--- src/hdl/dgst_pkg.sv ---
// ============================================================================
// dgst_pkg: shared types and constants for the disc grid sector touch block
// Register indexes, fixed field widths and the restoring division step.
// ============================================================================
package dgst_pkg;

    localparam int CELL_BITS      = 16;
    localparam int GRID_BITS      = 7;
    localparam int RADIUS_BITS    = 20;
    localparam int CFG_INDEX_BITS = 3;
    localparam int CFG_DATA_BITS  = 20;
    localparam int MASK_BITS      = 8;
    localparam int SQ_BITS        = 2 * CELL_BITS;
    localparam int RSQ_BITS       = 2 * RADIUS_BITS;

    typedef logic [CFG_INDEX_BITS-1:0] cfg_index_t;

    localparam cfg_index_t REG_CELL_WIDTH  = 3'd0;
    localparam cfg_index_t REG_CELL_HEIGHT = 3'd1;
    localparam cfg_index_t REG_GRID_COLS   = 3'd2;
    localparam cfg_index_t REG_GRID_ROWS   = 3'd3;
    localparam cfg_index_t REG_RADIUS_Q4   = 3'd4;

    // One restoring division step. The partial remainder is below the divisor
    // on entry, so the result fits back into CELL_BITS. Bit CELL_BITS of the
    // return value is the quotient bit.
    function automatic logic [CELL_BITS:0] div_step(
        input logic [CELL_BITS-1:0] rem,
        input logic                 dvd_bit,
        input logic [CELL_BITS-1:0] dvs
    );
        logic [CELL_BITS:0] trial;
        logic [CELL_BITS:0] diff;
        trial = {rem, dvd_bit};
        diff  = trial - {1'b0, dvs};
        if (trial >= {1'b0, dvs})
        begin
            div_step = {1'b1, diff[CELL_BITS-1:0]};
        end
        else
        begin
            div_step = {1'b0, trial[CELL_BITS-1:0]};
        end
    endfunction

endpackage

--- src/hdl/disc_grid_sector_touch.sv ---
// ============================================================================
// disc_grid_sector_touch: grid cell and neighbour reach of a disc
// Finds the cell holding a disc centre and the neighbouring cells it reaches.
// ============================================================================
// Usage
// A position word (pos_x, pos_y) is taken at every rising edge where start
// is high and busy is low. busy is never raised: the block is fully
// pipelined and takes a new word in every cycle, back to back.
// Each word yields exactly one result word, shown on cell_row, cell_col and
// touch_mask for one cycle with done high. Results leave in the order the
// positions arrived. The divider resolves one quotient bit per stage for
// both coordinates at once (COORD_BITS stages); behind it come an edge test
// stage, a squaring stage and a corner compare stage.
// Configuration is written through cfg_we, cfg_index and cfg_data, one
// register per edge, and must only change while no word is in flight.
// Reset clears every valid bit, so no result is produced for words in flight,
// and returns the registers to width 1, height 1, one column, one row and
// radius zero. The receiver has no way to stall the block: each result must
// be captured in the cycle it is shown.
// ============================================================================
module disc_grid_sector_touch
    import dgst_pkg::*;
#(
    parameter int COORD_BITS = 16
)
(
    input  logic                      clk,
    input  logic                      rst_n,
    input  logic                      start,
    output logic                      busy,
    input  logic [COORD_BITS-1:0]     pos_x,
    input  logic [COORD_BITS-1:0]     pos_y,
    output logic                      done,
    output logic [CELL_BITS-1:0]      cell_row,
    output logic [CELL_BITS-1:0]      cell_col,
    output logic [MASK_BITS-1:0]      touch_mask,
    input  logic                      cfg_we,
    input  logic [CFG_INDEX_BITS-1:0] cfg_index,
    input  logic [CFG_DATA_BITS-1:0]  cfg_data
);

    localparam int EXT_BITS = COORD_BITS + 1;

    // Configuration registers. The cell sizes are held as the divisors, with
    // a written zero already replaced by one.
    logic [CELL_BITS-1:0]   cell_width_reg;
    logic [CELL_BITS-1:0]   cell_height_reg;
    logic [GRID_BITS-1:0]   grid_cols_reg;
    logic [GRID_BITS-1:0]   grid_rows_reg;
    logic [RADIUS_BITS-1:0] radius_reg;

    // The squared radius is registered from the radius. It is only used at the
    // corner stage, which a word taken after the change reaches only after the
    // divider, edge test and squaring stages.
    logic [SQ_BITS-1:0]     rsq_reg;
    logic [RSQ_BITS-1:0]    rsq_next;

    // Divider outputs.
    logic                   div_valid;
    logic [COORD_BITS-1:0]  col_q;
    logic [COORD_BITS-1:0]  row_q;
    logic [CELL_BITS-1:0]   dl;
    logic [CELL_BITS-1:0]   du;

    // Edge test stage.
    logic [CELL_BITS-1:0]   dr;
    logic [CELL_BITS-1:0]   dd;
    logic                   left;
    logic                   up;
    logic                   right;
    logic                   down;
    logic [EXT_BITS-1:0]    row_e;
    logic [EXT_BITS-1:0]    col_e;
    logic [EXT_BITS-1:0]    rows_e;
    logic [EXT_BITS-1:0]    cols_e;
    logic                   row_in_m;
    logic                   row_in_0;
    logic                   row_in_p;
    logic                   col_in_m;
    logic                   col_in_0;
    logic                   col_in_p;
    logic [3:0]             edge_next;
    logic [3:0]             diag_next;
    logic [CELL_BITS-1:0]   ca_next;
    logic [CELL_BITS-1:0]   cb_next;

    logic                   va_reg;
    logic [3:0]             edge_a_reg;
    logic [3:0]             diag_a_reg;
    logic [CELL_BITS-1:0]   ca_reg;
    logic [CELL_BITS-1:0]   cb_reg;
    logic [CELL_BITS-1:0]   row_a_reg;
    logic [CELL_BITS-1:0]   col_a_reg;

    // Squaring stage.
    logic                   vb_reg;
    logic [3:0]             edge_b_reg;
    logic [3:0]             diag_b_reg;
    logic [SQ_BITS-1:0]     sqa_reg;
    logic [SQ_BITS-1:0]     sqb_reg;
    logic [CELL_BITS-1:0]   row_b_reg;
    logic [CELL_BITS-1:0]   col_b_reg;

    // Corner compare and output stage.
    logic [SQ_BITS:0]       sq_sum;
    logic                   corner_hit;
    logic                   done_reg;
    logic [MASK_BITS-1:0]   touch_mask_reg;
    logic [CELL_BITS-1:0]   cell_row_reg;
    logic [CELL_BITS-1:0]   cell_col_reg;

    assign busy = 1'b0;

    // ------------------------------------------------------------------
    // Configuration port. A zero cell size divides as a size of one, so the
    // replacement is made as the register is written and the divider sees
    // the final value from the very next word.
    // ------------------------------------------------------------------
    always_ff @(posedge clk or negedge rst_n)
    begin
        if (!rst_n)
        begin
            cell_width_reg  <= CELL_BITS'(1);
            cell_height_reg <= CELL_BITS'(1);
            grid_cols_reg   <= GRID_BITS'(1);
            grid_rows_reg   <= GRID_BITS'(1);
            radius_reg      <= '0;
        end
        else if (cfg_we)
        begin
            case (cfg_index)
                REG_CELL_WIDTH:  cell_width_reg  <= (cfg_data[CELL_BITS-1:0] == '0) ?
                                                    CELL_BITS'(1) :
                                                    cfg_data[CELL_BITS-1:0];
                REG_CELL_HEIGHT: cell_height_reg <= (cfg_data[CELL_BITS-1:0] == '0) ?
                                                    CELL_BITS'(1) :
                                                    cfg_data[CELL_BITS-1:0];
                REG_GRID_COLS:   grid_cols_reg   <= cfg_data[GRID_BITS-1:0];
                REG_GRID_ROWS:   grid_rows_reg   <= cfg_data[GRID_BITS-1:0];
                REG_RADIUS_Q4:   radius_reg      <= cfg_data[RADIUS_BITS-1:0];
                default:         ;
            endcase
        end
    end

    // Every corner distance is a whole number of board units scaled by 16,
    // so both sides of the corner test carry a factor of 256; dividing it out
    // of the squared radius and rounding down keeps the comparison exact.
    assign rsq_next = radius_reg * radius_reg;

    always_ff @(posedge clk or negedge rst_n)
    begin
        if (!rst_n)
        begin
            rsq_reg <= '0;
        end
        else
        begin
            rsq_reg <= rsq_next[RSQ_BITS-1:8];
        end
    end

    // ------------------------------------------------------------------
    // Division of both coordinates by the cell size.
    // ------------------------------------------------------------------
    dgst_div2 #(
        .COORD_BITS (COORD_BITS)
    ) u_div (
        .clk       (clk),
        .rst_n     (rst_n),
        .in_valid  (start & ~busy),
        .dvd_x     (pos_x),
        .dvd_y     (pos_y),
        .dvs_x     (cell_width_reg),
        .dvs_y     (cell_height_reg),
        .out_valid (div_valid),
        .quot_x    (col_q),
        .rem_x     (dl),
        .quot_y    (row_q),
        .rem_y     (du)
    );

    // ------------------------------------------------------------------
    // Edge tests, grid bounds and choice of the diagonal candidate.
    // ------------------------------------------------------------------
    assign dr = cell_width_reg - dl;
    assign dd = cell_height_reg - du;

    assign left  = {dl, 4'b0000} <= radius_reg;
    assign up    = {du, 4'b0000} <= radius_reg;
    assign right = {dr, 4'b0000} <= radius_reg;
    assign down  = {dd, 4'b0000} <= radius_reg;

    assign row_e  = {1'b0, row_q};
    assign col_e  = {1'b0, col_q};
    assign rows_e = EXT_BITS'(grid_rows_reg);
    assign cols_e = EXT_BITS'(grid_cols_reg);

    // Whether the row above, this row and the row below lie in the grid;
    // likewise for the columns to the west, here and to the east.
    assign row_in_m = (row_q != '0) && (row_e <= rows_e);
    assign row_in_0 = row_e < rows_e;
    assign row_in_p = (row_e + EXT_BITS'(1)) < rows_e;
    assign col_in_m = (col_q != '0) && (col_e <= cols_e);
    assign col_in_0 = col_e < cols_e;
    assign col_in_p = (col_e + EXT_BITS'(1)) < cols_e;

    assign edge_next[0] = left  && row_in_0 && col_in_m;
    assign edge_next[1] = up    && row_in_m && col_in_0;
    assign edge_next[2] = right && row_in_0 && col_in_p;
    assign edge_next[3] = down  && row_in_p && col_in_0;

    // Only the first pair of edge hits, in the order north-west, north-east,
    // south-east, south-west, goes on to the corner test.
    always_comb
    begin
        diag_next = 4'b0000;
        ca_next   = dl;
        cb_next   = du;
        if (left && up)
        begin
            diag_next[0] = row_in_m && col_in_m;
        end
        else if (up && right)
        begin
            diag_next[1] = row_in_m && col_in_p;
            ca_next      = dr;
        end
        else if (right && down)
        begin
            diag_next[2] = row_in_p && col_in_p;
            ca_next      = dr;
            cb_next      = dd;
        end
        else if (down && left)
        begin
            diag_next[3] = row_in_p && col_in_m;
            cb_next      = dd;
        end
    end

    always_ff @(posedge clk or negedge rst_n)
    begin
        if (!rst_n)
        begin
            va_reg <= 1'b0;
        end
        else
        begin
            va_reg <= div_valid;
        end
    end

    always_ff @(posedge clk)
    begin
        edge_a_reg <= edge_next;
        diag_a_reg <= diag_next;
        ca_reg     <= ca_next;
        cb_reg     <= cb_next;
        row_a_reg  <= CELL_BITS'(row_q);
        col_a_reg  <= CELL_BITS'(col_q);
    end

    // ------------------------------------------------------------------
    // Squares of the two corner offsets.
    // ------------------------------------------------------------------
    always_ff @(posedge clk or negedge rst_n)
    begin
        if (!rst_n)
        begin
            vb_reg <= 1'b0;
        end
        else
        begin
            vb_reg <= va_reg;
        end
    end

    always_ff @(posedge clk)
    begin
        edge_b_reg <= edge_a_reg;
        diag_b_reg <= diag_a_reg;
        sqa_reg    <= ca_reg * ca_reg;
        sqb_reg    <= cb_reg * cb_reg;
        row_b_reg  <= row_a_reg;
        col_b_reg  <= col_a_reg;
    end

    // ------------------------------------------------------------------
    // Corner compare and result register.
    // ------------------------------------------------------------------
    assign sq_sum     = {1'b0, sqa_reg} + {1'b0, sqb_reg};
    assign corner_hit = sq_sum <= {1'b0, rsq_reg};

    always_ff @(posedge clk or negedge rst_n)
    begin
        if (!rst_n)
        begin
            done_reg <= 1'b0;
        end
        else
        begin
            done_reg <= vb_reg;
        end
    end

    always_ff @(posedge clk)
    begin
        touch_mask_reg <= {diag_b_reg & {4{corner_hit}}, edge_b_reg};
        cell_row_reg   <= row_b_reg;
        cell_col_reg   <= col_b_reg;
    end

    assign done       = done_reg;
    assign touch_mask = touch_mask_reg;
    assign cell_row   = cell_row_reg;
    assign cell_col   = cell_col_reg;

endmodule

--- src/hdl/dgst_div2.sv ---
// ============================================================================
// dgst_div2: two-lane pipelined restoring divider
// One quotient bit per stage for both coordinates; a word enters every cycle.
// ============================================================================
module dgst_div2
    import dgst_pkg::*;
#(
    parameter int COORD_BITS = 16
)
(
    input  logic                  clk,
    input  logic                  rst_n,
    input  logic                  in_valid,
    input  logic [COORD_BITS-1:0] dvd_x,
    input  logic [COORD_BITS-1:0] dvd_y,
    input  logic [CELL_BITS-1:0]  dvs_x,
    input  logic [CELL_BITS-1:0]  dvs_y,
    output logic                  out_valid,
    output logic [COORD_BITS-1:0] quot_x,
    output logic [CELL_BITS-1:0]  rem_x,
    output logic [COORD_BITS-1:0] quot_y,
    output logic [CELL_BITS-1:0]  rem_y
);

    logic [COORD_BITS-1:0] valid_reg;
    logic [CELL_BITS-1:0]  remx_reg [COORD_BITS];
    logic [CELL_BITS-1:0]  remy_reg [COORD_BITS];
    logic [COORD_BITS-1:0] dvx_reg  [COORD_BITS];
    logic [COORD_BITS-1:0] dvy_reg  [COORD_BITS];

    // The dividend word shifts left by one each stage and takes the new
    // quotient bit at the bottom, so after the last stage it holds the quotient.
    for (genvar s = 0; s < COORD_BITS; s++)
    begin : g_stage
        logic [CELL_BITS-1:0]  remx_src;
        logic [CELL_BITS-1:0]  remy_src;
        logic [COORD_BITS-1:0] dvx_src;
        logic [COORD_BITS-1:0] dvy_src;
        logic                  valid_src;
        logic [CELL_BITS:0]    stepx;
        logic [CELL_BITS:0]    stepy;

        if (s == 0)
        begin : g_first
            assign remx_src  = '0;
            assign remy_src  = '0;
            assign dvx_src   = dvd_x;
            assign dvy_src   = dvd_y;
            assign valid_src = in_valid;
        end
        else
        begin : g_rest
            assign remx_src  = remx_reg[s-1];
            assign remy_src  = remy_reg[s-1];
            assign dvx_src   = dvx_reg[s-1];
            assign dvy_src   = dvy_reg[s-1];
            assign valid_src = valid_reg[s-1];
        end

        assign stepx = div_step(remx_src, dvx_src[COORD_BITS-1], dvs_x);
        assign stepy = div_step(remy_src, dvy_src[COORD_BITS-1], dvs_y);

        always_ff @(posedge clk or negedge rst_n)
        begin
            if (!rst_n)
            begin
                valid_reg[s] <= 1'b0;
            end
            else
            begin
                valid_reg[s] <= valid_src;
            end
        end

        always_ff @(posedge clk)
        begin
            remx_reg[s] <= stepx[CELL_BITS-1:0];
            remy_reg[s] <= stepy[CELL_BITS-1:0];
            dvx_reg[s]  <= {dvx_src[COORD_BITS-2:0], stepx[CELL_BITS]};
            dvy_reg[s]  <= {dvy_src[COORD_BITS-2:0], stepy[CELL_BITS]};
        end
    end

    assign out_valid = valid_reg[COORD_BITS-1];
    assign quot_x    = dvx_reg[COORD_BITS-1];
    assign rem_x     = remx_reg[COORD_BITS-1];
    assign quot_y    = dvy_reg[COORD_BITS-1];
    assign rem_y     = remy_reg[COORD_BITS-1];

endmodule

--- config.mk ---
export PLATFORM = sky130hd
export DESIGN_NAME = disc_grid_sector_touch
export DESIGN_NICKNAME = d
export VERILOG_FILES = /design/src/hdl/dgst_pkg.sv /design/src/hdl/disc_grid_sector_touch.sv /design/src/hdl/dgst_div2.sv
export SDC_FILE = /design/constraint.sdc
export NUM_CORES = 2
export LEC_CHECK = 0
export ABC_AREA = 1
export BUFFER_PORTS_ARGS = -buffer_cell sky130_fd_sc_hd__buf_2
export CAP_MARGIN = 20
export CORE_MARGIN = 4
export CORE_UTILIZATION = 60
export DETAILED_ROUTE_END_ITERATION = 6
export PLACE_DENSITY = 0.79
export SLEW_MARGIN = 10
export SYNTH_ARGS = -nofsm -noshare
export SYNTH_HDL_FRONTEND = slang
export SYNTH_HIERARCHICAL = 1
export SYNTH_SLANG_ARGS = --single-unit
--- constraint.sdc ---
create_clock -name clk -period 13.5 [get_ports clk]
set_clock_uncertainty 0.1 [all_clocks]
set_input_delay 1.35 -clock clk [delete_from_list [all_inputs] [get_ports clk]]
set_output_delay 1.35 -clock clk [all_outputs]
set_load 0.01 [all_outputs]
==> summary.md <==
| Metric | Value |
|---|---|
| Status | `finished, final reports clean` |
| Startpoint types | `flop` |
| Buffers on Ports | `between 90 and 100` |
| Hold path startpoint | `u_div/dvy_reg[6][21]$_DFF_P_` |
| Post-route ant nets | `0` |
| Die area | `approximately 170000 sq um` |
| Iteration-0 DRC Markers | `just under 7k` |
| Slack of the worst reg-to-reg path | `between 6000 and 7000 ps` |
| Min cycle time layout | `6890 ps` |
| EDFF count, synth | `0` |
| Detailed Place HPWL | `between 150000 and 200000 um` |
| Worst path arrival time | `7470 ps` |
| Ys flop type | `dfxtp_1` |
| Syn nets | `approximately 15k` |
| WL/cell | `15.6 um` |
| Synthesized cell area | `roughly 100000 sq um` |
| Final design utilization | `0.646` |
| Critical path required time | `14080 ps` |
| IO Count | `between 100 and 150` |
| Post_cts resized | `0` |
| Vias | `about 84k` |
| Worst rel slew slack | `0.176` |
| Fill cells | `between 10k and 15k` |
| Final #Nets | `15.6k` |
| Core area | `167000 sq um` |
| Largest net degree at the start of global routing | `71` |
| Congestion Overflow GR | `0` |
| Post-CTS Hold Buffers | `0` |
| First-pass GRT wire length | `414000 um` |
| Clock slew at reported path FFs | `60 ps` |
| WS Path Type | `flop to flop` |
| Vias in the first global route | `~82k` |
| Root buffer cell | `clkbuf_16` |
| Delay-heaviest family, CP | `adder cells` |
| Max Cap Viol | `0` |
| Post-Synthesis Cells | `about 14k` |
| Reg area | `~28000 sq um` |
| CP cell instances | `nand2_1 -> inv_1 -> fa_1 -> fa_1 -> inv_1 -> fa_1 -> inv_1 -> fa_1 -> fa_1 -> fa_1 -> inv_1 -> fa_1 -> inv_1 -> ha_1 -> a21oi_1 -> inv_1 -> a31oi_1 -> o21ai_0 -> a21o_1 -> a21oi_1 -> o21bai_1 -> xor2_1` |
| Synth warn | `6` |
| Hold Path Sink | `u_div/dvy_reg[7][6]$_DFF_P_` |
| Number of setup buffers added after CTS | `0` |
| Ratio of cells with drive above 1 in the final layout | `0.0455` |
| Row cnt | `150` |
| Post-synthesis async set-or-reset flop share | `0.0863` |
| Residual DRC | `0` |
| CP most frequent cell | `fa_1` |
| CTS tree | `built` |
| Fin. Hold Viols | `0` |
| Final worst-path cycle share | `0.510` |
| Critical Path Fanout Max | `22` |
| P&R area growth vs syn | `7.10%` |
| Via density | `between 5 and 6` |
| DRT Pass-1 Iters | `7` |
| Worst Setup End Kind | `flop` |
| Hold WS | `216 ps` |
| RSZ-0062 raised after global routing | `no` |
| Initial antenna violation count | `2` |
| Worst path max stage delay | `around 1100 ps` |
| Hold depth | `0` |
| Slowest CP cell | `dfrtp_1` |
| #FFs+latches synth | `1355` |
| Synthesized area per cell | `~7.3 sq um` |
| Setup_tns | `0 ps` |
| TritonCTS Buffers | `around 140` |
| Skew-Pair Late Insertion Delay | `between 800 and 900 ps` |
| Worst hold path class | `flop to flop` |
| Slew Viols, Final | `0` |
| CTS Buffer Depth | `3` |
| Max Freq | `145 MHz` |
| GRT Total Usage | `0.291` |
| Final WL | `253000 um` |
| Stages on worst setup path | `22` |
| Crit Reg-Reg Startpoint | `radius_reg[15]$_DFFE_PN0P_` |
| Gpl congestion | `just under 1` |
| Path depth of the worst reg2reg path | `22` |
| CTS H-Tree Depth | `4` |
| Clk sink count | `~1.4k` |
| Starting Density | `0.603` |
| Reg-to-Reg End | `rsq_reg[21]$_DFF_PN0_` |
| Die width | `418 um` |
| Die Ht | `approximately 420 um` |
| Final setup fails | `0` |
| WP buf/inv | `6` |
| Synth unique cells | `66` |
| Footprint of the multi-input gates | `~61000 sq um` |
| Seq/Total Area, Yosys | `0.275` |
| Worst Tran Pin Value | `1240 ps` |
kinds of logic after synthesis:
group	count (synthesis)	share of synthesized area
simple gates	6493	0.272
other cells	1	0.0000372
buf+inv	2978	0.117
flops	1355	0.275
xor+xnor	367	0.0319
mux	2	0.000224
compound gates	894	0.0484
fa+ha+maj	1668	0.255
how the worst max path moves through the flow:
stage / startpoint / to / slack, ps
floorplan: radius_reg[8]$_DFFE_PN0P_ / rsq_reg[21]$_DFF_PN0_ / 7090
global placement: radius_reg[15]$_DFFE_PN0P_ / rsq_reg[21]$_DFF_PN0_ / 6790
detailed placement: radius_reg[15]$_DFFE_PN0P_ / rsq_reg[21]$_DFF_PN0_ / 6670
CTS: radius_reg[15]$_DFFE_PN0P_ / rsq_reg[21]$_DFF_PN0_ / 6660
global route: radius_reg[3]$_DFFE_PN0P_ / rsq_reg[23]$_DFF_PN0_ / 6290
finish: radius_reg[15]$_DFFE_PN0P_ / rsq_reg[21]$_DFF_PN0_ / 6610
cell usage after synthesis, types with 49 or more instances:
library cell  count  area share
nand2_1        4442        0.17
inv_1          2731        0.10
dfxtp_1        1238        0.25
ha_1           1024        0.13
nand3_1         762       0.038
fa_1            644        0.13
nor2_1          640       0.024
a21oi_1         505       0.025
xor2_1          274       0.024
o21ai_0         209       0.010
nand4_1         140      0.0087
nor3_1          136      0.0068
dfrtp_1         113       0.028
nand3b_1        110      0.0082
clkbuf_1        109      0.0041
xnor2_1          93      0.0081
nand2_2          50      0.0031
nand3_2          49      0.0049
worst reg2reg max path, cell delays in order (launching register included):
cell and delay [ps]:
dfrtp_1 1050, nand2_1 240, inv_1 130, fa_1 450, fa_1 520, inv_1 60, fa_1 500, inv_1 50
fa_1 480, fa_1 470, fa_1 520, inv_1 50, fa_1 500, inv_1 40, ha_1 370, a21oi_1 180
inv_1 80, a31oi_1 220, o21ai_0 130, a21o_1 190, a21oi_1 190, o21bai_1 100, xor2_1 140
final cells by class:
type / instances / area share
Multi-Input combinational cell: 9425 / 0.568
Antenna cell: 1 / 0.0000232
Sequential cell: 1355 / 0.257
Clock inverter: 90 / 0.00973
Inverter: 2746 / 0.0956
Tap cell: 2204 / 0.0256
Timing Repair Buffer: 152 / 0.00831
Clock buffer: 177 / 0.0363
stage by stage:
step           instances  cell area, sq um  worst slack (ps)
2_1_floorplan      13800            101000              7090
3_3_place_gp       15900            103000              6790
3_5_place_dp       15900            103000              6670
4_1_cts            16100            108000              6660
5_1_grt            16200            108000              6290
6_report           16200            108000              6610
layer usage:
metal / wire [um] / GRT usage / vias to the layer above
li1: - / - / 42400
met1: 108000 / 0.382 / 38600
met2: 116000 / 0.484 / 2683
met3: 16700 / 0.0397 / 597
met4: 11900 / 0.124 / 0
met5: 0 / 0 / -
cell usage in the layout, fill, tap and decap left out, types with 11 or more instances in the layout:
cell        instances
fa_1              644
buf_2              98
nor2_1            640
dfrtp_1           111
nand4_1           140
buf_4              54
clkbuf_1           18
nand3_1           762
ha_1             1024
clkbuf_16         147
o21ai_0           209
nor2_4             11
xor2_1            274
a21o_1             19
xnor2_1            93
or2_2              25
clkinvlp_4         18
nand2_2            50
inv_2              14
o21bai_1           40
nand3b_1          110
a21oi_1           505
nand2_1          4442
dfxtp_1          1238
and2_1             12
nor4_1             21
a31oi_1            31
or2_0              13
clkbuf_8           12
clkinv_2           24
nor2_2             32
nand3_2            49
inv_1            2731
nor3_1            136
inv_6              13
o21a_1             20
o21ai_1            19
bufinv_16          11
nand2_4            21
Power is not shown: default switching activity piles up to over one toggle a cycle in this logic, so the estimate is an artifact.
